===== config.mk =====
export PLATFORM = sky130hd
export DESIGN_NAME = pcrc_cfg
export DESIGN_NICKNAME = d
export VERILOG_FILES = /design/src/design/pcrc_pkg.sv /design/src/design/pcrc_cfg.sv
export SDC_FILE = /design/constraint.sdc
export NUM_CORES = 1
export LEC_CHECK = 0
export ABC_AREA = 1
export BUFFER_PORTS_ARGS = -buffer_cell sky130_fd_sc_hd__buf_2
export CAP_MARGIN = 20
export CORE_ASPECT_RATIO = 1.75
export CORE_MARGIN = 5
export CORE_UTILIZATION = 24
export DETAILED_ROUTE_END_ITERATION = 8
export PLACE_DENSITY_LB_ADDON = 0.25
export SLEW_MARGIN = 0
export SYNTH_ARGS = -nofsm -noshare
export SYNTH_HDL_FRONTEND = slang
export SYNTH_SLANG_ARGS = --single-unit
export TNS_END_PERCENT = 1

===== constraint.sdc =====
create_clock -name clk -period 1 [get_ports clk]
set_input_delay 0.1 -clock clk [delete_from_list [all_inputs] [get_ports clk]]
set_output_delay 0.1 -clock clk [all_outputs]
set_load 0.02 [all_outputs]

===== src/design/pcrc_pkg.sv =====
// ----------------------------------------------------------------------------
// Clearance rule check package
// Widths, codes and payload types shared by the clearance check block.
// ----------------------------------------------------------------------------
package pcrc_pkg;

    // Coordinate and arithmetic widths.
    localparam int COORD_BITS  = 24;
    localparam int DIFF_BITS   = COORD_BITS + 1;
    localparam int PROD_BITS   = 2 * DIFF_BITS;
    localparam int SUM_BITS    = PROD_BITS + 1;
    localparam int HALF_LO     = (SUM_BITS + 1) / 2;
    localparam int HALF_HI     = SUM_BITS - HALF_LO;
    localparam int NUM_BITS    = 2 * SUM_BITS;
    localparam int DIST_BITS   = 25;
    localparam int KD_BITS     = SUM_BITS + DIST_BITS;
    localparam int REM_BITS    = NUM_BITS + 2;

    // Pipeline depths.
    localparam int LANE_LAT    = 5;
    localparam int PIPE_LAT    = LANE_LAT + DIST_BITS;
    localparam int NUM_LANES   = 4;

    // Field widths and rule constants.
    localparam int ACTION_BITS = 3;
    localparam int WIDTH_BITS  = 16;
    localparam int CLEAR_BITS  = 20;
    localparam int SEV_BITS    = 2;
    localparam int PAD_MARGIN       = 2000;
    localparam int PAD_OVERLAP_DIST = 1000;

    // Configuration port.
    localparam int CFG_ADDR_BITS = 5;
    localparam int CFG_DATA_BITS = 32;

    typedef enum logic [ACTION_BITS-1:0] {
        ACT_WIDTH       = 3'd0,
        ACT_TRACK_TRACK = 3'd1,
        ACT_TRACK_PAD   = 3'd2,
        ACT_PAD_PAD     = 3'd3,
        ACT_PAD_OUTLINE = 3'd4
    } action_t;

    typedef enum logic [SEV_BITS-1:0] {
        SEV_NONE  = 2'd0,
        SEV_WARN  = 2'd1,
        SEV_ERROR = 2'd2
    } severity_t;

    typedef enum logic [2:0] {
        REG_WIDTH_FLOOR    = 3'd0,
        REG_CLEAR_FLOOR    = 3'd1,
        REG_OUTLINE_ENABLE = 3'd2,
        REG_BOARD_MIN_X    = 3'd3,
        REG_BOARD_MIN_Y    = 3'd4,
        REG_BOARD_MAX_X    = 3'd5,
        REG_BOARD_MAX_Y    = 3'd6
    } reg_index_t;

    // Which distance a segment lane reports.
    typedef enum logic [1:0] {
        SEL_START = 2'd0,
        SEL_END   = 2'd1,
        SEL_PERP  = 2'd2
    } near_sel_t;

    typedef struct packed {
        logic signed [COORD_BITS-1:0] x;
        logic signed [COORD_BITS-1:0] y;
    } point_t;

    typedef struct packed {
        logic [ACTION_BITS-1:0]       action;
        logic signed [COORD_BITS-1:0] first_start_x;
        logic signed [COORD_BITS-1:0] first_start_y;
        logic signed [COORD_BITS-1:0] first_end_x;
        logic signed [COORD_BITS-1:0] first_end_y;
        logic signed [COORD_BITS-1:0] second_start_x;
        logic signed [COORD_BITS-1:0] second_start_y;
        logic signed [COORD_BITS-1:0] second_end_x;
        logic signed [COORD_BITS-1:0] second_end_y;
        logic [WIDTH_BITS-1:0]        track_width;
    } req_t;

    typedef struct packed {
        logic [SEV_BITS-1:0]  severity;
        logic [DIST_BITS-1:0] measured_distance;
    } rsp_t;

    typedef struct packed {
        logic [WIDTH_BITS-1:0]        width_floor;
        logic [CLEAR_BITS-1:0]        clear_floor;
        logic                         outline_enable;
        logic signed [COORD_BITS-1:0] board_min_x;
        logic signed [COORD_BITS-1:0] board_min_y;
        logic signed [COORD_BITS-1:0] board_max_x;
        logic signed [COORD_BITS-1:0] board_max_y;
    } cfg_t;

    // Item data that bypasses the distance lanes.
    typedef struct packed {
        logic [ACTION_BITS-1:0] action;
        logic [WIDTH_BITS-1:0]  track_width;
        logic                   outside;
    } side_t;

endpackage


===== src/design/pcrc_cfg.sv =====
// ----------------------------------------------------------------------------
// Clearance rule check register file
// APB-style register block holding the rule thresholds and the board box.
// ----------------------------------------------------------------------------
module pcrc_cfg (
    input  logic                              clk,
    input  logic                              rst_n,
    input  logic                              psel,
    input  logic                              penable,
    input  logic                              pwrite,
    input  logic [pcrc_pkg::CFG_ADDR_BITS-1:0] paddr,
    input  logic [pcrc_pkg::CFG_DATA_BITS-1:0] pwdata,
    output logic [pcrc_pkg::CFG_DATA_BITS-1:0] prdata,
    output logic                              pready,
    output pcrc_pkg::cfg_t                    cfg
);
    import pcrc_pkg::*;

    cfg_t       cfg_reg;
    cfg_t       cfg_next;
    logic [2:0] index;
    logic       wr_en;

    assign index  = paddr[CFG_ADDR_BITS-1:2];
    assign wr_en  = psel && penable && pwrite;
    assign pready = 1'b1;
    assign cfg    = cfg_reg;

    // Register write decode.
    always_comb
    begin
        cfg_next = cfg_reg;
        if (wr_en)
        begin
            case (index)
                REG_WIDTH_FLOOR:    cfg_next.width_floor    = pwdata[WIDTH_BITS-1:0];
                REG_CLEAR_FLOOR:    cfg_next.clear_floor    = pwdata[CLEAR_BITS-1:0];
                REG_OUTLINE_ENABLE: cfg_next.outline_enable = pwdata[0];
                REG_BOARD_MIN_X:    cfg_next.board_min_x    = pwdata[COORD_BITS-1:0];
                REG_BOARD_MIN_Y:    cfg_next.board_min_y    = pwdata[COORD_BITS-1:0];
                REG_BOARD_MAX_X:    cfg_next.board_max_x    = pwdata[COORD_BITS-1:0];
                REG_BOARD_MAX_Y:    cfg_next.board_max_y    = pwdata[COORD_BITS-1:0];
                default:            cfg_next = cfg_reg;
            endcase
        end
    end

    // Read data mux.
    always_comb
    begin
        case (index)
            REG_WIDTH_FLOOR:    prdata = CFG_DATA_BITS'(cfg_reg.width_floor);
            REG_CLEAR_FLOOR:    prdata = CFG_DATA_BITS'(cfg_reg.clear_floor);
            REG_OUTLINE_ENABLE: prdata = CFG_DATA_BITS'(cfg_reg.outline_enable);
            REG_BOARD_MIN_X:    prdata = CFG_DATA_BITS'(unsigned'(cfg_reg.board_min_x));
            REG_BOARD_MIN_Y:    prdata = CFG_DATA_BITS'(unsigned'(cfg_reg.board_min_y));
            REG_BOARD_MAX_X:    prdata = CFG_DATA_BITS'(unsigned'(cfg_reg.board_max_x));
            REG_BOARD_MAX_Y:    prdata = CFG_DATA_BITS'(unsigned'(cfg_reg.board_max_y));
            default:            prdata = '0;
        endcase
    end

    always_ff @(posedge clk or negedge rst_n)
    begin
        if (!rst_n)
        begin
            cfg_reg <= '0;
        end
        else
        begin
            cfg_reg <= cfg_next;
        end
    end

endmodule


==> impl_results.md, run 1 <==
- Kind of end point of the critical path: primary output
- Register-to-Register Setup Slack: 0.07 ns
- Avg Synthesized Cell Area: 7.67 um^2
- Worst Min Path Start: pwdata[9]
- Sort of element at the start of the critical path: flip-flop
- Final-layout setup total negative slack: -30.21 ns
- Post-Place Cells: 1539
- Violations in the final reports: setup timing
- Status: finished, violations left
- Synth unique cells: 20
- Post-place instance area: 0.00933 mm^2
- Req. time, crit path: 0.90 ns
- Leakage: 5.84 nW
- Data arrival time of the worst path: 1.40 ns
- Dpl ws: -0.509 ns
- Initial antenna violation count: 1
- Synthesized netlist cell count: 873
- Post-synth ARST share: 100%
- Count of nets after finishing: 1247
- Sinks on the clock net: 133
- Clock root buffer: sky130_fd_sc_hd__clkbuf_16
- Vias per Instance: 4.64
- Final setup violating endpoints: 157
- Post-synthesis register bit count: 133
- Area enclosed by the die boundary: 0.0315 mm^2
- Setup clock skew after layout: 0 ns
- Dominant cell type by area after synthesis: sky130_fd_sc_hd__dfrtp_1
- Worst min path class: input pin to flip-flop
- Global route overflow: 0
- Vias after detailed routing: 7387
- Number of enable-type register cells in the synthesized netlist: 0
- Setup repair after global routing missed its margin: yes
- Residual DRC: 0
- Global-route wire length before repair: 47.6 mm
- Detailed Route Iter0 Violations: 552
- Share of the clock period used by the worst path after layout: 150%
- Number of CTS-inserted buffers: 17
- Crit-path max FO: 2
- Horizontal die dimension: 136 um
- Overall routing resource usage: 20.5%
- Top_reg_cell synth: sky130_fd_sc_hd__dfrtp_1
- Number of warning messages in the yosys log: 0
- Number of placement rows: 81
- Boundary Pins: 208
- Clk buf depth: 2
- Number of pins with negative max-slew slack in the final report: 0
- Estimated wirelength of the detail-placed design: 25.1 mm
- Hold Crit Depth: 3
- Placer Congestion: 0.827
- Starting Density: 24.1%
- Worst IR Drop VDD: 1010 uV
- Post-synth design cell area: 0.00670 mm^2
- Pin count of the biggest net entering global routing: 41
- Number of H-tree levels: 4
- Share of Yosys cell area claimed by the top area cell type: 49.7%
- Clock transition at the registers of the reported paths: 0.06 ns
- Post-detailed-route count of antenna-violating nets: 0
- Total core area: 0.0278 mm^2
- First-pass DRT Iterations: 5
- Minimum clock period: 1.50 ns
- Sequential share of the synthesized area: 49.7%
- PnR worst setup slack: -0.501 ns
- Final non-filler cell area: 0.0113 mm^2
- Critical path type: flip-flop to primary output
- Final cell count without fillers: 1592
- Routed WL per cell: 20.2 um
- Worst-Skew Late Latency: 0.42 ns
- Cell depth of the worst flop-to-flop path: 4
- Fraction of final layout cells with drive strength greater than 1: 38.0%
- Worst r2r src: cfg[18]$_DFFE_PN0P_
- Die boundary height: 231 um
- Worst hold endpoint: cfg[9]$_DFFE_PN0P_
- Number of violations of the max-capacitance limit: 0
- Total design power: 0.0220 W
- Port Buffers: 188
- Capture point of the worst reg-to-reg path: cfg[18]$_DFFE_PN0P_
- Hold Vio Cnt, Final: 0
- Dominant cells by area after synthesis: sky130_fd_sc_hd__dfrtp_1, sky130_fd_sc_hd__nand2_1, sky130_fd_sc_hd__o21ai_0
- P&R area growth vs syn: 69.2%
- TritonCTS clock tree: yes
- Max FFs per register: 133
- Number of global-route vias before repair: 7602
- Highest Clock Rate: 0.666 GHz
- Aggregate routed wire length: 32.1 mm
- Power Density: 1940 mW/mm^2
## kinds of logic (layout without fill, tap and decap cells)
logic type             after synthesis  count (layout)  share of synthesized area [%]
AND/OR/NAND/NOR                    500             500                           32.9
flip-flops                         133             133                           49.7
AO/OA/AOI/OAI                      129             129                           9.64
buffers and inverters              109             447                           7.66
other                                2              10                          0.112
## critical path, stage by stage, from the launching register on
cell	delay, ns
sky130_fd_sc_hd__dfrtp_1	0.40
sky130_fd_sc_hd__nand4_1	0.09
sky130_fd_sc_hd__nand2_1	0.05
sky130_fd_sc_hd__nor2_1	0.10
sky130_fd_sc_hd__buf_4	0.15
sky130_fd_sc_hd__nand2_4	0.05
sky130_fd_sc_hd__buf_6	0.12
## area by class of cell
class	instances	area (um^2)
clock buffers	22	454
repair buffers	383	3720
well taps	373	467
clock inverters	10	130
flip-flops and latches	133	3330
inverters	32	123
diodes	1	2.50
multi-input cells	638	3110
fillers	2916	16400
## worst max-delay path by stage
stage	start	end	slack, ns	depth (start not counted)
floorplan	paddr[3]	prdata[5]	-0.04	7
finish	cfg[34]$_DFFE_PN0P_	prdata[10]	-0.50	6
global route	cfg[34]$_DFFE_PN0P_	prdata[10]	-0.56	6
CTS	cfg[34]$_DFFE_PN0P_	prdata[10]	-0.52	6
global placement	paddr[2]	prdata[4]	-0.49	7
detailed placement	paddr[2]	prdata[4]	-0.51	7
## cell usage in the layout (no fill, tap or decap), drive strengths merged
cell,synthesis,layout
a21oi,5,5
nand2,329,329
diode,0,1
dlygate4sd3,0,17
clkbuf,43,23
clkinv,0,5
conb,2,9
o21ai,124,124
inv,32,32
bufinv,0,3
nand3,68,68
nand4,68,68
clkinvlp,0,2
buf,34,365
nor2,35,35
dfrtp,133,133
## metrics by stage
| stage | util, % | hold WS, ns |
|---|---|---|
| final | 40.8 | 0.00863 |
| after global routing | 40.8 | 0.0156 |
| after CTS | 40.1 | 0.00487 |
| after detailed placement | 33.6 | -0.0478 |
| after global placement | 33.6 | -0.0488 |
| after floorplan | - | -0.196 |
## layer usage
metal | wire [um] | share of wire (%) | up-vias | GRT usage (%)
met1 | 11000 | 34 | 3549 | 20.6
met3 | 1260 | 3.9 | 66 | 3.06
li1 | - | - | 3552 | -
met4 | 1650 | 5.1 | 0 | 10.5
met5 | 0 | 0 | - | 0
met2 | 18200 | 57 | 220 | 39.8
## power by group
part	total, W	switching [W]	internal [W]
Combinational	0.00819	0.00425	0.00395
Sequential	0.00734	0.000940	0.00640
Clock	0.00644	0.00248	0.00397
## cells in the mapped netlist, types with 2 or more instances
cell type                  instances
sky130_fd_sc_hd__nand2_1         329
sky130_fd_sc_hd__dfrtp_1         133
sky130_fd_sc_hd__o21ai_0         124
sky130_fd_sc_hd__nand4_1          68
sky130_fd_sc_hd__nand3_1          66
sky130_fd_sc_hd__clkbuf_1         43
sky130_fd_sc_hd__inv_1            30
sky130_fd_sc_hd__nor2_1           28
sky130_fd_sc_hd__buf_4            18
sky130_fd_sc_hd__buf_2            11
sky130_fd_sc_hd__a21oi_1           5
sky130_fd_sc_hd__nor2_4            5
sky130_fd_sc_hd__buf_6             3
sky130_fd_sc_hd__buf_1             2
sky130_fd_sc_hd__conb_1            2
sky130_fd_sc_hd__inv_2             2
## timing repair
action / in CTS / in global routing
pin swaps: 41 / 10
resized for setup: 317 / 72
endpoints found under the hold margin: 178 / 0
buffers inserted: 2 / 1
hold buffers: 17 / 0
endpoints found under the setup margin: 157 / 192
Power figures use the tool's default switching activity.
==> run 2: changes to the inputs <==
--- a/config.mk
+++ b/config.mk
@@ -13,7 +13,7 @@
 export CORE_UTILIZATION = 24
 export DETAILED_ROUTE_END_ITERATION = 8
 export PLACE_DENSITY_LB_ADDON = 0.25
-export SLEW_MARGIN = 0
+export RECOVER_POWER = 50
 export SYNTH_ARGS = -nofsm -noshare
 export SYNTH_HDL_FRONTEND = slang
 export SYNTH_SLANG_ARGS = --single-unit
==> run 2 against run 1 <==
  * The flow still finishes with violations (setup timing)
  * Combinational power about the same
  * Sequential share of layout area up 0.15 points
  * Critical path depth unchanged
  * Die area unchanged
  * Setup slack better by 0.0023 ns
  * Critical endpoint unchanged
  * Design area down 0.51%
  * Maximum frequency up 0.15%
==> impl_results.md, run 2 (synthesis results as in run 1) <==
- Status: finished, violations left
- Violations in the final reports: setup timing
- Register-to-Register Setup Slack: 0.07 ns
- Kind of end point of the critical path: primary output
- Aggregate routed wire length: 32.1 mm
- Number of pins with negative max-slew slack in the final report: 0
- Horizontal die dimension: 136 um
- Setup repair after global routing missed its margin: yes
- Final setup violating endpoints: 157
- Overall routing resource usage: 20.5%
- Worst hold endpoint: cfg[9]$_DFFE_PN0P_
- Req. time, crit path: 0.90 ns
- Post-detailed-route count of antenna-violating nets: 0
- Footprint of the multi-input gates: 0.00311 mm^2
- Clock transition at the registers of the reported paths: 0.06 ns
- Crit-path max FO: 2
- Routed WL per cell: 20.2 um
- Post-place instance area: 0.00933 mm^2
- Boundary Pins: 208
- Fraction of final layout cells with drive strength greater than 1: 38.0%
- Global route overflow: 0
- Final non-filler cell area: 0.0113 mm^2
- Total design power: 0.0219 W
- Hold Crit Depth: 3
- Vias per Instance: 4.68
- Highest-count cells in the layout ignoring fill and taps: sky130_fd_sc_hd__nand2_1, sky130_fd_sc_hd__buf_6, sky130_fd_sc_hd__dfrtp_1
- Area occupied by registers: 0.00333 mm^2
- Starting Density: 24.1%
- Area enclosed by the die boundary: 0.0315 mm^2
- Number of CTS-inserted buffers: 17
- Worst r2r src: cfg[18]$_DFFE_PN0P_
- Highest Clock Rate: 0.667 GHz
- Count of nets after finishing: 1247
- Sort of element at the start of the critical path: flip-flop
- Startpoint of the worst setup timing path: cfg[34]$_DFFE_PN0P_
- Critical path type: flip-flop to primary output
- Count of buffer and inverter cells on the critical path: 2
- Number of H-tree levels: 4
- Detailed Route Iter0 Violations: 553
- Global-route wire length before repair: 47.6 mm
- Post-Place Cells: 1539
- Minimum clock period: 1.50 ns
- Port Buffers: 188
- Vias after detailed routing: 7458
- Initial antenna violation count: 1
- Estimated wirelength of the detail-placed design: 25.1 mm
- Sequence of cells on the critical path: nand4_1 -> nand2_1 -> nor2_1 -> buf_4 -> nand2_4 -> buf_6
- Capture point of the worst reg-to-reg path: cfg[18]$_DFFE_PN0P_
- Peak per-stage delay on the critical path: 0.40 ns
- Final standard cell utilization of the core: 40.6%
- Dpl ws: -0.509 ns
- P&R area growth vs syn: 68.3%
- Number of violations of the max-capacitance limit: 0
- Worst IR Drop VDD: 1010 uV
- Hold Vio Cnt, Final: 0
- Residual DRC: 0
- Max FFs per register: 133
- Pin count of the biggest net entering global routing: 41
- Sinks on the clock net: 133
- Clock root buffer: sky130_fd_sc_hd__clkbuf_16
- Final cell count without fillers: 1592
- TritonCTS clock tree: yes
- Fill cell count: 2922
- Crit path max-delay family: flip-flops
- Data arrival time of the worst path: 1.40 ns
- Worst Min Path Start: pwdata[9]
- Number of placement rows: 81
- Cell depth of the worst flop-to-flop path: 4
- Placer Congestion: 0.827
- Power Density: 1940 mW/mm^2
- Slowest stage cell, crit path: sky130_fd_sc_hd__dfrtp_1
- Die boundary height: 231 um
- Total core area: 0.0278 mm^2
- Leakage: 5.82 nW
- Share of the clock period used by the worst path after layout: 150%
- PnR worst setup slack: -0.499 ns
- First-pass DRT Iterations: 5
- Clk buf depth: 2
- Number of global-route vias before repair: 7602
- Most common cell after layout, fill and taps aside: sky130_fd_sc_hd__nand2_1
- Setup clock skew after layout: 0 ns
- Worst min path class: input pin to flip-flop
- Worst-Skew Late Latency: 0.42 ns
## run 2: cell count changes in the layout (fill, tap and decap cells not counted), sizes merged
cell	delta
buf	-5
clkbuf	+5
## run 2: worst max path at each step
stage,cells past startpoint,slack (ns),endpoint
after global placement,7,-0.49,prdata[4]
after detailed placement,7,-0.51,prdata[4]
after global routing,6,-0.56,prdata[10]
after CTS,6,-0.52,prdata[10]
final,6,-0.50,prdata[10]
after floorplan,7,-0.04,prdata[5]
## run 2: routing by layer
layer / global-route usage [%] / routed length (um)
met4: 10.5 / 1620
met1: 20.6 / 11000
met5: 0 / 0
met2: 39.8 / 18200
met3: 3.06 / 1320
## run 2: timing repair
action                                  in CTS  in global routing
setup buffers                                2                  1
endpoints found under the setup margin     157                192
pin swaps                                   41                 10
resized for setup                          317                 72
hold buffers                                17                  0
hold endpoints to repair                   178                  0
## run 2: where the power goes
group | internal [W] | switching (W) | leakage [nW] | total (W)
registers | 0.00640 | 0.000941 | 1.72 | 0.00734
clock network | 0.00397 | 0.00245 | 0.284 | 0.00641
logic | 0.00392 | 0.00424 | 3.82 | 0.00816
total | 0.0143 | 0.00762 | 5.82 | 0.0219
## run 2: worst register-to-register path, cell delays in order (launching register included)
cell and delay (ns):
sky130_fd_sc_hd__dfrtp_1 0.42, sky130_fd_sc_hd__buf_4 0.15, sky130_fd_sc_hd__buf_4 0.13, sky130_fd_sc_hd__o21ai_0 0.07
sky130_fd_sc_hd__nand2_1 0.06
## run 2: area by class of cell
type	instances	area share (%)
Clock inverter	10	1.15
Sequential cell	133	29.5
Antenna cell	1	0.0222
Clock buffer	22	4.03
Tap cell	373	4.14
Timing Repair Buffer	383	32.5
Inverter	32	1.09
Multi-Input combinational cell	638	27.5
## run 2: per-stage QoR
step	hold WS, ns	TNS, ns
2_1_floorplan	-0.196	-2.14
6_report	0.00941	-29.97
5_1_grt	0.0156	-35.55
3_5_place_dp	-0.0478	-46.42
3_3_place_gp	-0.0488	-42.43
4_1_cts	0.00487	-33.48
